**config.mk**
```make
export PLATFORM = sky130hd
export DESIGN_NAME = multichannel_adc_smoothing_filter_top_flat
export DESIGN_NICKNAME = d
export VERILOG_FILES = /design/src/hdl/masf_pkg.sv /design/src/hdl/masf_if.sv /design/src/hdl/multichannel_adc_smoothing_filter_top.sv /design/src/hdl/masf_cfg_regs.sv /design/src/hdl/masf_mul.sv /design/src/hdl/masf_chan_store.sv /design/src/flat_wrapper.sv
export VERILOG_INCLUDE_DIRS = /design/src /design/src/hdl
export SDC_FILE = /design/constraint.sdc
export NUM_CORES = 1
export LEC_CHECK = 0
export BUFFER_PORTS_ARGS = -buffer_cell sky130_fd_sc_hd__buf_2
export CAP_MARGIN = 15
export CORE_ASPECT_RATIO = 2
export CORE_UTILIZATION = 34
export DETAILED_ROUTE_END_ITERATION = 7
export GPL_ROUTABILITY_DRIVEN = 0
export PLACE_DENSITY = 0.58
export SYNTH_ARGS = -nofsm -noshare
export SYNTH_HDL_FRONTEND = slang
export SYNTH_SLANG_ARGS = --single-unit
```
**constraint.sdc**
```tcl
create_clock -name clk -period 8.4 [get_ports clk]
set_input_delay 1.68 -clock clk [delete_from_list [all_inputs] [get_ports clk]]
set_output_delay 1.68 -clock clk [all_outputs]
set_load 0.01 [all_outputs]
```
**src/hdl/assert_macros.svh**
```systemverilog
// Assertion macros shared by the smoothing filter RTL.
// Needs clk and rst_n in the scope where a macro is used.
`ifndef ASSERT_MACROS_SVH
`define ASSERT_MACROS_SVH

// Check a property at every clock edge outside reset.
`define MASF_ASSERT(label, prop, msg) \
  label: assert property (@(posedge clk) disable iff (!rst_n) (prop)) else $error(msg);

// Check that a trigger implies a consequence in the same cycle.
`define MASF_ASSERT_IMPL(label, trig, cons, msg) \
  label: assert property (@(posedge clk) disable iff (!rst_n) (trig) |-> (cons)) \
    else $error(msg);

`endif

```
**src/hdl/masf_pkg.sv**
```systemverilog
// Shared constants, types and register indexes of the smoothing filter.
// No dependencies.
`default_nettype none

package masf_pkg;

  // Fixed field widths
  localparam int CH_FIELD_W = 2;
  localparam int SAMPLE_W   = 12;
  localparam int SMOOTH_W   = 12;
  localparam int MV_W       = 14;
  localparam int MV_MAX     = 16383;
  localparam int RATE_W     = 9;
  localparam int MVLSB_W    = 18;
  localparam int RATE_CH    = 4;
  localparam int RATE_ONE   = 256;
  localparam int MV_SHIFT   = 16;

  // Parameter defaults
  localparam int CHANNELS_DEF    = 4;
  localparam int DEPTH_DEF       = 4;
  localparam int SAMPLE_BITS_DEF = 12;

  // Configuration port
  localparam int CFG_IDX_W  = 3;
  localparam int CFG_DATA_W = MVLSB_W;

  localparam logic [CFG_IDX_W-1:0] REG_FILTER_MODE = 3'd0;
  localparam logic [CFG_IDX_W-1:0] REG_RATE_CH0    = 3'd1;
  localparam logic [CFG_IDX_W-1:0] REG_RATE_CH1    = 3'd2;
  localparam logic [CFG_IDX_W-1:0] REG_RATE_CH2    = 3'd3;
  localparam logic [CFG_IDX_W-1:0] REG_RATE_CH3    = 3'd4;
  localparam logic [CFG_IDX_W-1:0] REG_MV_PER_LSB  = 3'd5;

  localparam logic                 MODE_MEAN    = 1'b0;
  localparam logic                 MODE_LOWPASS = 1'b1;

  localparam logic [RATE_W-1:0]  RATE0_RST = 9'd51;
  localparam logic [RATE_W-1:0]  RATE_RST  = 9'd26;
  localparam logic [MVLSB_W-1:0] MVLSB_RST = 18'd52813;

  // Register file contents seen by the datapath
  typedef struct packed {
    logic                             mode;
    logic [RATE_CH-1:0][RATE_W-1:0]   rate;
    logic [MVLSB_W-1:0]               mv_per_lsb;
  } cfg_t;

  // Sequencer states
  typedef enum logic [6:0] {
    S_IDLE  = 7'b0000001,
    S_STEP1 = 7'b0000010,
    S_STEP2 = 7'b0000100,
    S_DIV   = 7'b0001000,
    S_MERGE = 7'b0010000,
    S_SCALE = 7'b0100000,
    S_OUT   = 7'b1000000
  } state_t;

endpackage

`default_nettype wire

```
**src/hdl/masf_if.sv**
```systemverilog
// Request channels of the smoothing filter: sample in, result out.
// Depends on masf_pkg.
`default_nettype none

interface masf_in_if import masf_pkg::*; ();
  logic                  valid;
  logic                  ready;
  logic [CH_FIELD_W-1:0] channel;
  logic [SAMPLE_W-1:0]   sample;

  modport source (output valid, channel, sample, input ready);
  modport sink   (input valid, channel, sample, output ready);
endinterface

interface masf_out_if import masf_pkg::*; ();
  logic                  valid;
  logic                  ready;
  logic [CH_FIELD_W-1:0] out_channel;
  logic [SMOOTH_W-1:0]   smoothed;
  logic [MV_W-1:0]       millivolts;
  logic                  changed;

  modport source (output valid, out_channel, smoothed, millivolts, changed, input ready);
  modport sink   (input valid, out_channel, smoothed, millivolts, changed, output ready);
endinterface

`default_nettype wire

```
**src/hdl/multichannel_adc_smoothing_filter_top.sv**
```systemverilog
// Top level of the per-channel smoothing filter: sequencer and datapath.
// Depends on masf_pkg, masf_if, masf_cfg_regs, masf_mul, masf_chan_store.
//
//   port      direction  contents
//   in_bus    sink       channel, sample
//   out_bus   source     out_channel, smoothed, millivolts, changed
//   cfg_*     input      write enable, register index, write data
//
// A sample steps through STEP1, STEP2, MERGE, SCALE and OUT in low-pass mode,
// STEP1, DIV, MERGE, SCALE and OUT when a mean block completes, and STEP1, SCALE
// and OUT when a block is still filling or the channel is not present; one
// multiplier is stepped through all products. rst_n clears channel state and
// the sequencer; registers return to their reset values. A full, unaccepted
// result holds the sequencer in OUT; the input is ready only when it is idle.
`default_nettype none

module multichannel_adc_smoothing_filter_top
  import masf_pkg::*;
#(
  parameter int CHANNELS    = CHANNELS_DEF,
  parameter int DEPTH       = DEPTH_DEF,
  parameter int SAMPLE_BITS = SAMPLE_BITS_DEF
) (
  input  wire logic                  clk,
  input  wire logic                  rst_n,
  masf_in_if.sink                    in_bus,
  masf_out_if.source                 out_bus,
  input  wire logic                  cfg_we,
  input  wire logic [CFG_IDX_W-1:0]  cfg_index,
  input  wire logic [CFG_DATA_W-1:0] cfg_wdata
);

`include "assert_macros.svh"

  // Derived widths
  localparam int SMP_W   = (SAMPLE_BITS < SAMPLE_W) ? SAMPLE_BITS : SAMPLE_W;
  localparam int LOG_D   = $clog2(DEPTH);
  localparam int SUM_W   = SMP_W + LOG_D;
  localparam int CNT_W   = (LOG_D > 0) ? LOG_D : 1;
  localparam int CH_W    = (CHANNELS > 1) ? $clog2(CHANNELS) : 1;
  localparam int MUL_A_W = (SUM_W > SMOOTH_W) ? SUM_W : SMOOTH_W;
  localparam int MUL_B_W = (SUM_W + 1 > MVLSB_W) ? SUM_W + 1 : MVLSB_W;
  localparam int PROD_W  = MUL_A_W + MUL_B_W;
  localparam int ACC_W   = SMOOTH_W + RATE_W;
  localparam int MVF_W   = PROD_W - MV_SHIFT;
  // Exact reciprocal for the block mean: floor(x / DEPTH) = (x * DIV_M) >> DIV_K
  localparam int DIV_K   = SUM_W + LOG_D;
  localparam longint DIV_M_L = ((64'd1 << DIV_K) + DEPTH - 1) / DEPTH;
  localparam logic [MUL_B_W-1:0] DIV_M = MUL_B_W'(DIV_M_L);

  cfg_t cfg;

  state_t st_r, st_nxt;

  logic [CH_FIELD_W-1:0] ch_r;
  logic [SMP_W-1:0]      smp_r;
  logic [ACC_W-1:0]      acc_r;
  logic [SUM_W-1:0]      sum_r;
  logic [SMOOTH_W-1:0]   newv_r;
  logic                  chg_r;

  logic                  out_valid_r;
  logic [CH_FIELD_W-1:0] out_ch_r;
  logic [SMOOTH_W-1:0]   out_smooth_r;
  logic [MV_W-1:0]       out_mv_r;
  logic                  out_chg_r;

  logic [MUL_A_W-1:0] mul_a;
  logic [MUL_B_W-1:0] mul_b;
  logic [PROD_W-1:0]  prod_r;

  logic [SMOOTH_W-1:0] smooth_rd;
  logic [SUM_W-1:0]    sum_rd;
  logic [CNT_W-1:0]    cnt_rd;
  logic                smooth_we;
  logic                blk_we;
  logic [SUM_W-1:0]    sum_wd;
  logic [CNT_W-1:0]    cnt_wd;

  logic                in_acc;
  logic                ch_ok;
  logic                blk_done;
  logic [RATE_W-1:0]   rate_raw;
  logic [RATE_W-1:0]   rate_sat;
  logic [RATE_W-1:0]   rate_inv;
  logic [SUM_W-1:0]    sum_acc;
  logic [ACC_W-1:0]    blend;
  logic [SMOOTH_W-1:0] merge_v;
  logic [MVF_W-1:0]    mv_full;
  logic [MV_W-1:0]     mv_sat;
  logic                out_load;

  masf_cfg_regs u_cfg (
    .clk       (clk),
    .rst_n     (rst_n),
    .cfg_we    (cfg_we),
    .cfg_index (cfg_index),
    .cfg_wdata (cfg_wdata),
    .cfg       (cfg)
  );

  masf_mul #(
    .A_W (MUL_A_W),
    .B_W (MUL_B_W)
  ) u_mul (
    .clk    (clk),
    .a      (mul_a),
    .b      (mul_b),
    .prod_r (prod_r)
  );

  masf_chan_store #(
    .CHANNELS (CHANNELS),
    .CH_W     (CH_W),
    .SUM_W    (SUM_W),
    .CNT_W    (CNT_W)
  ) u_store (
    .clk       (clk),
    .rst_n     (rst_n),
    .idx       (CH_W'(ch_r)),
    .smooth_rd (smooth_rd),
    .sum_rd    (sum_rd),
    .cnt_rd    (cnt_rd),
    .smooth_we (smooth_we),
    .smooth_wd (merge_v),
    .blk_we    (blk_we),
    .sum_wd    (sum_wd),
    .cnt_wd    (cnt_wd)
  );

  // Request handshake on the input side
  assign in_bus.ready = (st_r == S_IDLE);
  assign in_acc       = in_bus.valid && in_bus.ready;

  // Channel checks and rate limiting
  assign ch_ok    = (int'(ch_r) < CHANNELS);
  assign rate_raw = cfg.rate[ch_r];
  assign rate_sat = (rate_raw[RATE_W-1] && (|rate_raw[RATE_W-2:0])) ?
                    RATE_W'(RATE_ONE) : rate_raw;
  assign rate_inv = RATE_W'(RATE_ONE) - rate_sat;

  // Block accumulation
  assign sum_acc  = sum_rd + SUM_W'(smp_r);
  assign blk_done = (cnt_rd == CNT_W'(DEPTH - 1));

  // Merge the blend terms or take the reciprocal quotient
  assign blend   = acc_r + prod_r[ACC_W-1:0];
  assign merge_v = (cfg.mode == MODE_LOWPASS) ? blend[8 +: SMOOTH_W] :
                                                prod_r[DIV_K +: SMOOTH_W];

  // Scale to millivolts and saturate
  assign mv_full = prod_r[PROD_W-1:MV_SHIFT];
  assign mv_sat  = (mv_full > MVF_W'(MV_MAX)) ? MV_W'(MV_MAX) : mv_full[MV_W-1:0];

  // Select multiplier operands for the current step
  always_comb begin
    unique case (st_r)
      S_STEP1: begin
        mul_a = MUL_A_W'(smooth_rd);
        mul_b = MUL_B_W'(rate_inv);
      end
      S_STEP2: begin
        mul_a = MUL_A_W'(smp_r);
        mul_b = MUL_B_W'(rate_sat);
      end
      S_DIV: begin
        mul_a = MUL_A_W'(sum_r);
        mul_b = DIV_M;
      end
      default: begin
        mul_a = MUL_A_W'(newv_r);
        mul_b = MUL_B_W'(cfg.mv_per_lsb);
      end
    endcase
  end

  // Channel state writes
  assign smooth_we = (st_r == S_MERGE) && ch_ok;
  assign blk_we    = (st_r == S_STEP1) && ch_ok && (cfg.mode == MODE_MEAN);
  assign sum_wd    = blk_done ? '0 : sum_acc;
  assign cnt_wd    = blk_done ? '0 : cnt_rd + CNT_W'(1);

  assign out_load = (st_r == S_OUT) && (!out_valid_r || out_bus.ready);

  // Sequencer next state
  always_comb begin
    st_nxt = st_r;
    unique case (st_r)
      S_IDLE: begin
        if (in_acc) st_nxt = S_STEP1;
      end
      S_STEP1: begin
        if (!ch_ok) begin
          st_nxt = S_SCALE;
        end else if (cfg.mode == MODE_LOWPASS) begin
          st_nxt = S_STEP2;
        end else if (blk_done) begin
          st_nxt = S_DIV;
        end else begin
          st_nxt = S_SCALE;
        end
      end
      S_STEP2: st_nxt = S_MERGE;
      S_DIV:   st_nxt = S_MERGE;
      S_MERGE: st_nxt = S_SCALE;
      S_SCALE: st_nxt = S_OUT;
      S_OUT: begin
        if (out_load) st_nxt = S_IDLE;
      end
      default: st_nxt = S_IDLE;
    endcase
  end

  always_ff @(posedge clk) begin
    if (!rst_n) begin
      st_r <= S_IDLE;
    end else begin
      st_r <= st_nxt;
    end
  end

  // Datapath registers
  always_ff @(posedge clk) begin
    if (in_acc) begin
      ch_r  <= in_bus.channel;
      smp_r <= in_bus.sample[SMP_W-1:0];
    end
    if (st_r == S_STEP1) begin
      sum_r  <= sum_acc;
      newv_r <= ch_ok ? smooth_rd : '0;
      chg_r  <= 1'b0;
    end
    if (st_r == S_STEP2) begin
      acc_r <= prod_r[ACC_W-1:0];
    end
    if (st_r == S_MERGE) begin
      newv_r <= merge_v;
      chg_r  <= (merge_v != smooth_rd);
    end
  end

  // Hold the result until the request is taken
  always_ff @(posedge clk) begin
    if (!rst_n) begin
      out_valid_r <= 1'b0;
    end else if (out_load) begin
      out_valid_r <= 1'b1;
    end else if (out_bus.ready) begin
      out_valid_r <= 1'b0;
    end
  end

  always_ff @(posedge clk) begin
    if (out_load) begin
      out_ch_r     <= ch_r;
      out_smooth_r <= newv_r;
      out_mv_r     <= mv_sat;
      out_chg_r    <= chg_r;
    end
  end

  assign out_bus.valid       = out_valid_r;
  assign out_bus.out_channel = out_ch_r;
  assign out_bus.smoothed    = out_smooth_r;
  assign out_bus.millivolts  = out_mv_r;
  assign out_bus.changed     = out_chg_r;

  // Checks
  `MASF_ASSERT_IMPL(a_cnt_below_depth, (st_r == S_STEP1) && ch_ok, int'(cnt_rd) < DEPTH, "block count reached DEPTH")
  `MASF_ASSERT_IMPL(a_mean_fits, (st_r == S_MERGE) && (cfg.mode == MODE_MEAN), (prod_r >> (DIV_K + SMOOTH_W)) == '0, "mean quotient overflow")
  `MASF_ASSERT_IMPL(a_result_from_out, $rose(out_valid_r), $past(st_r == S_OUT), "result raised outside last step")

endmodule

`default_nettype wire

```
**src/hdl/masf_cfg_regs.sv**
```systemverilog
// Configuration registers: mode, per-channel rates and millivolt scale.
// Depends on masf_pkg.
`default_nettype none

module masf_cfg_regs
  import masf_pkg::*;
(
  input  wire logic                  clk,
  input  wire logic                  rst_n,
  input  wire logic                  cfg_we,
  input  wire logic [CFG_IDX_W-1:0]  cfg_index,
  input  wire logic [CFG_DATA_W-1:0] cfg_wdata,
  output cfg_t                       cfg
);

  cfg_t cfg_r;

  // Write the addressed register; ignore unknown indexes
  always_ff @(posedge clk) begin
    if (!rst_n) begin
      cfg_r.mode       <= MODE_LOWPASS;
      cfg_r.rate[0]    <= RATE0_RST;
      cfg_r.rate[1]    <= RATE_RST;
      cfg_r.rate[2]    <= RATE_RST;
      cfg_r.rate[3]    <= RATE_RST;
      cfg_r.mv_per_lsb <= MVLSB_RST;
    end else if (cfg_we) begin
      unique case (cfg_index)
        REG_FILTER_MODE: cfg_r.mode       <= cfg_wdata[0];
        REG_RATE_CH0:    cfg_r.rate[0]    <= cfg_wdata[RATE_W-1:0];
        REG_RATE_CH1:    cfg_r.rate[1]    <= cfg_wdata[RATE_W-1:0];
        REG_RATE_CH2:    cfg_r.rate[2]    <= cfg_wdata[RATE_W-1:0];
        REG_RATE_CH3:    cfg_r.rate[3]    <= cfg_wdata[RATE_W-1:0];
        REG_MV_PER_LSB:  cfg_r.mv_per_lsb <= cfg_wdata;
        default: ;
      endcase
    end
  end

  assign cfg = cfg_r;

endmodule

`default_nettype wire

```
**src/hdl/masf_mul.sv**
```systemverilog
// Shared unsigned multiplier with a registered product.
// Used for blend terms, mean reciprocal and millivolt scaling.
`default_nettype none

module masf_mul #(
  parameter int A_W = 12,
  parameter int B_W = 18
) (
  input  wire logic               clk,
  input  wire logic [A_W-1:0]     a,
  input  wire logic [B_W-1:0]     b,
  output logic      [A_W+B_W-1:0] prod_r
);

  // Register every product
  always_ff @(posedge clk) begin
    prod_r <= (A_W+B_W)'(a) * (A_W+B_W)'(b);
  end

endmodule

`default_nettype wire

```
**src/hdl/masf_chan_store.sv**
```systemverilog
// Per-channel state: smoothed value, block sum and block count.
// Depends on masf_pkg; all entries clear at reset.
`default_nettype none

module masf_chan_store
  import masf_pkg::*;
#(
  parameter int CHANNELS = CHANNELS_DEF,
  parameter int CH_W     = 2,
  parameter int SUM_W    = 14,
  parameter int CNT_W    = 2
) (
  input  wire logic                clk,
  input  wire logic                rst_n,
  input  wire logic [CH_W-1:0]     idx,
  output logic      [SMOOTH_W-1:0] smooth_rd,
  output logic      [SUM_W-1:0]    sum_rd,
  output logic      [CNT_W-1:0]    cnt_rd,
  input  wire logic                smooth_we,
  input  wire logic [SMOOTH_W-1:0] smooth_wd,
  input  wire logic                blk_we,
  input  wire logic [SUM_W-1:0]    sum_wd,
  input  wire logic [CNT_W-1:0]    cnt_wd
);

  logic [SMOOTH_W-1:0] smooth_r [CHANNELS];
  logic [SUM_W-1:0]    sum_r    [CHANNELS];
  logic [CNT_W-1:0]    cnt_r    [CHANNELS];

  // Read the selected channel
  assign smooth_rd = smooth_r[idx];
  assign sum_rd    = sum_r[idx];
  assign cnt_rd    = cnt_r[idx];

  // Clear at reset, update the selected channel
  always_ff @(posedge clk) begin
    if (!rst_n) begin
      for (int i = 0; i < CHANNELS; i++) begin
        smooth_r[i] <= '0;
        sum_r[i]    <= '0;
        cnt_r[i]    <= '0;
      end
    end else begin
      if (smooth_we) begin
        smooth_r[idx] <= smooth_wd;
      end
      if (blk_we) begin
        sum_r[idx] <= sum_wd;
        cnt_r[idx] <= cnt_wd;
      end
    end
  end

endmodule

`default_nettype wire
```
**src/flat_wrapper.sv**
```systemverilog
// flat-port wrapper written by rule: the top's interface ports become plain ports
module multichannel_adc_smoothing_filter_top_flat import masf_pkg::*;
#(
  parameter int CHANNELS    = CHANNELS_DEF,
  parameter int DEPTH       = DEPTH_DEF,
  parameter int SAMPLE_BITS = SAMPLE_BITS_DEF
)
  (clk, rst_n, cfg_we, cfg_index, cfg_wdata, in_bus_valid, in_bus_channel, in_bus_sample, in_bus_ready, out_bus_valid, out_bus_out_channel, out_bus_smoothed, out_bus_millivolts, out_bus_changed, out_bus_ready);
  masf_in_if in_bus_i ();
  masf_out_if out_bus_i ();
  input  wire logic clk;
  input  wire logic rst_n;
  input  wire logic cfg_we;
  input  wire logic [CFG_IDX_W-1:0] cfg_index;
  input  wire logic [CFG_DATA_W-1:0] cfg_wdata;
  input wire logic [$bits(in_bus_i.valid)-1:0] in_bus_valid;
  input wire logic [$bits(in_bus_i.channel)-1:0] in_bus_channel;
  input wire logic [$bits(in_bus_i.sample)-1:0] in_bus_sample;
  output wire logic [$bits(in_bus_i.ready)-1:0] in_bus_ready;
  output wire logic [$bits(out_bus_i.valid)-1:0] out_bus_valid;
  output wire logic [$bits(out_bus_i.out_channel)-1:0] out_bus_out_channel;
  output wire logic [$bits(out_bus_i.smoothed)-1:0] out_bus_smoothed;
  output wire logic [$bits(out_bus_i.millivolts)-1:0] out_bus_millivolts;
  output wire logic [$bits(out_bus_i.changed)-1:0] out_bus_changed;
  input wire logic [$bits(out_bus_i.ready)-1:0] out_bus_ready;
  assign in_bus_i.valid = in_bus_valid;
  assign in_bus_i.channel = in_bus_channel;
  assign in_bus_i.sample = in_bus_sample;
  assign in_bus_ready = in_bus_i.ready;
  assign out_bus_valid = out_bus_i.valid;
  assign out_bus_out_channel = out_bus_i.out_channel;
  assign out_bus_smoothed = out_bus_i.smoothed;
  assign out_bus_millivolts = out_bus_i.millivolts;
  assign out_bus_changed = out_bus_i.changed;
  assign out_bus_i.ready = out_bus_ready;
  multichannel_adc_smoothing_filter_top #(.CHANNELS(CHANNELS), .DEPTH(DEPTH), .SAMPLE_BITS(SAMPLE_BITS)) u_core (.clk(clk), .rst_n(rst_n), .in_bus(in_bus_i), .out_bus(out_bus_i), .cfg_we(cfg_we), .cfg_index(cfg_index), .cfg_wdata(cfg_wdata));
endmodule
```
==> flow_summary.yaml <==
drt:
  route.detailed.drc: 24
  vias_per_cell: 5.19
  wl_um: 64900
  firstDrtPassIters: 7
  wire_per_inst_um: 21.4
  dr_total_vias: 15800
  drtIter0Drc: 948
  ant_nets: 0
synth:
  synth_area_um2: 21300
  synth_async_sr_flop_share_pct: 0
  synth_enable_flop_cells: 202
  synth.avg_cell_area_um2: 10.3
  synth-main-ff-cell: "edfxtp_1"
  ys_ff_latch: 299
  yosysWarnings: 0
  yosysSeqAreaShare_pct: 37.5
  synthCells: 2063
  ys_types: 83
setup_path:
  worstSetupPathType: "register to register"
  slowest_delay_ns: 0.61
  path_max_fanout: 5
  endpoint_kind: "register"
  crit_path_start_kind: "register"
  crit_arrival_ns: 8.80
  critPathSlowestCell: "fa_2"
  critPathRequiredTime_ns: 8.92
clocking:
  cts_buffers: 30
  root_buffer: "clkbuf_16"
  hold_buffers: 0
  cts.clk_slew.worst_paths_ns: 0.07
  cts.sinks: 299
  cts_max_path_buffers: 3
  htree_levels: 1
  cts_tree: "built"
  clkLatencyLatePin_ns: 0.62
timing:
  skew_ns: 0.0319
  maxSlewViolCount: 0
  setup_viol: 0
  fin_crit_sh_pct: 98.6
  setup_tns_ns: 0
  hold_violations: 0
  max_freq_mhz: 121
  worst_slew_pin_slew_ns: 1.15
  rsz0062_at_grt: "yes"
  slew_headroom_pct: 23.5
  layout_min_cycle_time_ns: 8.29
layout:
  utilization_pct: 39.8
  nets: 2581
  syn_to_final_growth_pct: 15.7
  final_layout_size_suffix_gt1_share_pct: 15.9
  instances_no_fill: 3034
grt:
  busiest_layer: "met2"
  grt_overflow: 0
  grt_max_degree: 40
  use_met3_pct: 3.01
  met1_usage_pct: 20.4
  track_usage_pct: 21.0
  grtUsageMet2_pct: 39.3
  antenna_found_initial: 1
  grt_pass1_wl_um: 99800
  grt_pass1_vias: 17500
floorplan:
  rows: 129
  coreArea_um2: 62000
  ioPinCount: 71
  die_width_um: 179
  die_h_um: 356
  initial_core_util_pct: 34.4
  dieArea_um2: 63800
min_path:
  hold_class: "register to register"
placed_design:
  io_buffers: 70
  hpwl_um: 51700
  dp_cells: 2965
pwr:
  power.leakage_nw: 10.7
  power_density_nw_per_um2: 371
  ir_drop_mv: 0.299
status:
  status: "complete, but fails checks"
  violations: "DRC"
flow_run:
  cap_violations: 0
[metrics by stage]
step	setup slack, ns	hold slack [ns]	power, mW	instance area [um^2]
finish	0.114	0.433	9.16	24700
global route	-0.211	0.445	9.84	24700
CTS	-0.00562	0.422	8.64	24400
detailed placement	-0.155	0.425	7.00	23200
global placement	-0.0473	0.402	6.94	23200
floorplan	0.0547	0.400	5.41	21500
[worst paths after layout]
path,start,to,slack [ns],cells past startpoint
hold reg to reg,u_core.u_mul.prod_r[2],u_core.acc_r[2],0.43,0
setup reg to reg,u_core.ch_r[0],u_core.u_mul.prod_r[25],0.11,31
hold / removal,u_core.u_mul.prod_r[2],u_core.acc_r[2],0.43,0
setup / recovery,u_core.ch_r[0],u_core.u_mul.prod_r[25],0.11,31
[flip-flops by register name, summed over array words and instances, names as in the netlist, named ones only]
| register | flops |
|---|---|
| u_core.out_bus.out_channel | 2 |
| u_core.ch_r | 2 |
| u_core.st_r | 7 |
| u_core.out_bus.millivolts | 14 |
| u_core.chg_r | 1 |
| u_core.u_store.sum_r | 56 |
| u_core.u_store.cnt_r | 8 |
| u_core.acc_r | 20 |
| u_core.newv_r | 12 |
| u_core.u_cfg.cfg | 55 |
| u_core.out_bus.changed | 1 |
| u_core.out_bus.smoothed | 12 |
| u_core.u_store.smooth_r | 48 |
| u_core.smp_r | 12 |
| u_core.out_bus.valid | 1 |
| u_core.u_mul.prod_r | 32 |
| u_core.sum_r | 14 |
[layout make-up]
type / count / area, um^2
fillers: 6138 / 37300
multi-input cells: 1464 / 12500
flip-flops and latches: 299 / 8010
repair buffers: 173 / 1160
well taps: 786 / 983
inverters: 255 / 957
clock buffers: 35 / 781
clock inverters: 21 / 278
diodes: 1 / 2.50
[cell families after synthesis]
family,Yosys count,synth area share (%)
mux,57,4.77
compound gates,261,7.95
other cells,2,0.0352
buf+inv,332,6.04
fa+ha+maj,318,25.3
flops,299,37.5
simple gates,726,15.4
xor+xnor,68,2.93
[layer usage]
layer	up-vias	part of all wire, %	routed length [um]
met5	-	0	0
met2	477	54	34800
met1	7828	33	21300
met4	0	8.8	5740
li1	7213	-	-
met3	236	4.6	2990
[placed cells by master (no fill, tap or decap), types with 18 or more instances in the layout]
cell         n
nand2_1    304
inv_1      243
edfxtp_1   202
nor2_1     184
fa_1       178
ha_1       123
dfxtp_1     96
buf_4       95
a21oi_1     79
buf_2       70
nand3_1     49
xnor2_1     45
and2_1      44
o21ai_0     36
mux4_2      34
conb_1      34
clkbuf_16   30
or3_1       21
xor2_1      20
nor3_1      19
mux2i_1     18
and3_1      18
nor2b_1     18
[report_power, final]
| group | leakage, nW | switching (mW) | total (mW) | internal (mW) |
|---|---|---|---|---|
| Clock | 0.518 | 0.647 | 1.45 | 0.808 |
| Combinational | 7.38 | 3.31 | 5.80 | 2.49 |
| Sequential | 2.77 | 0.127 | 1.91 | 1.78 |
[worst max-delay path: cells and delay by family, from the launching register on]
family	cells	cell delay [ns]
flops	1	0.51
fa+ha+maj	7	3.47
simple gates	7	1.46
mux	1	0.55
compound gates	10	1.67
buf+inv	6	0.53
[synth_stat cells, drive strengths merged (46+ instances only)]
master | n | share of area (%)
nor2 | 185 | 3.3
nand2 | 309 | 5.4
edfxtp | 202 | 28
a21oi | 88 | 2.1
fa | 190 | 18
ha | 128 | 7.5
xnor2 | 46 | 1.9
dfxtp | 97 | 9.1
clkbuf | 63 | 1.1
o21ai | 50 | 1.2
inv | 255 | 4.5
nand3 | 50 | 1.2
[repair_timing]
action | in CTS | in global routing
buffers inserted | 6 | 6
gates resized for setup | 14 | 74
pin swaps | 12 | 40
setup endpoints to repair | 8 | 11
No activity file was read; power rests on OpenSTA's default activity.
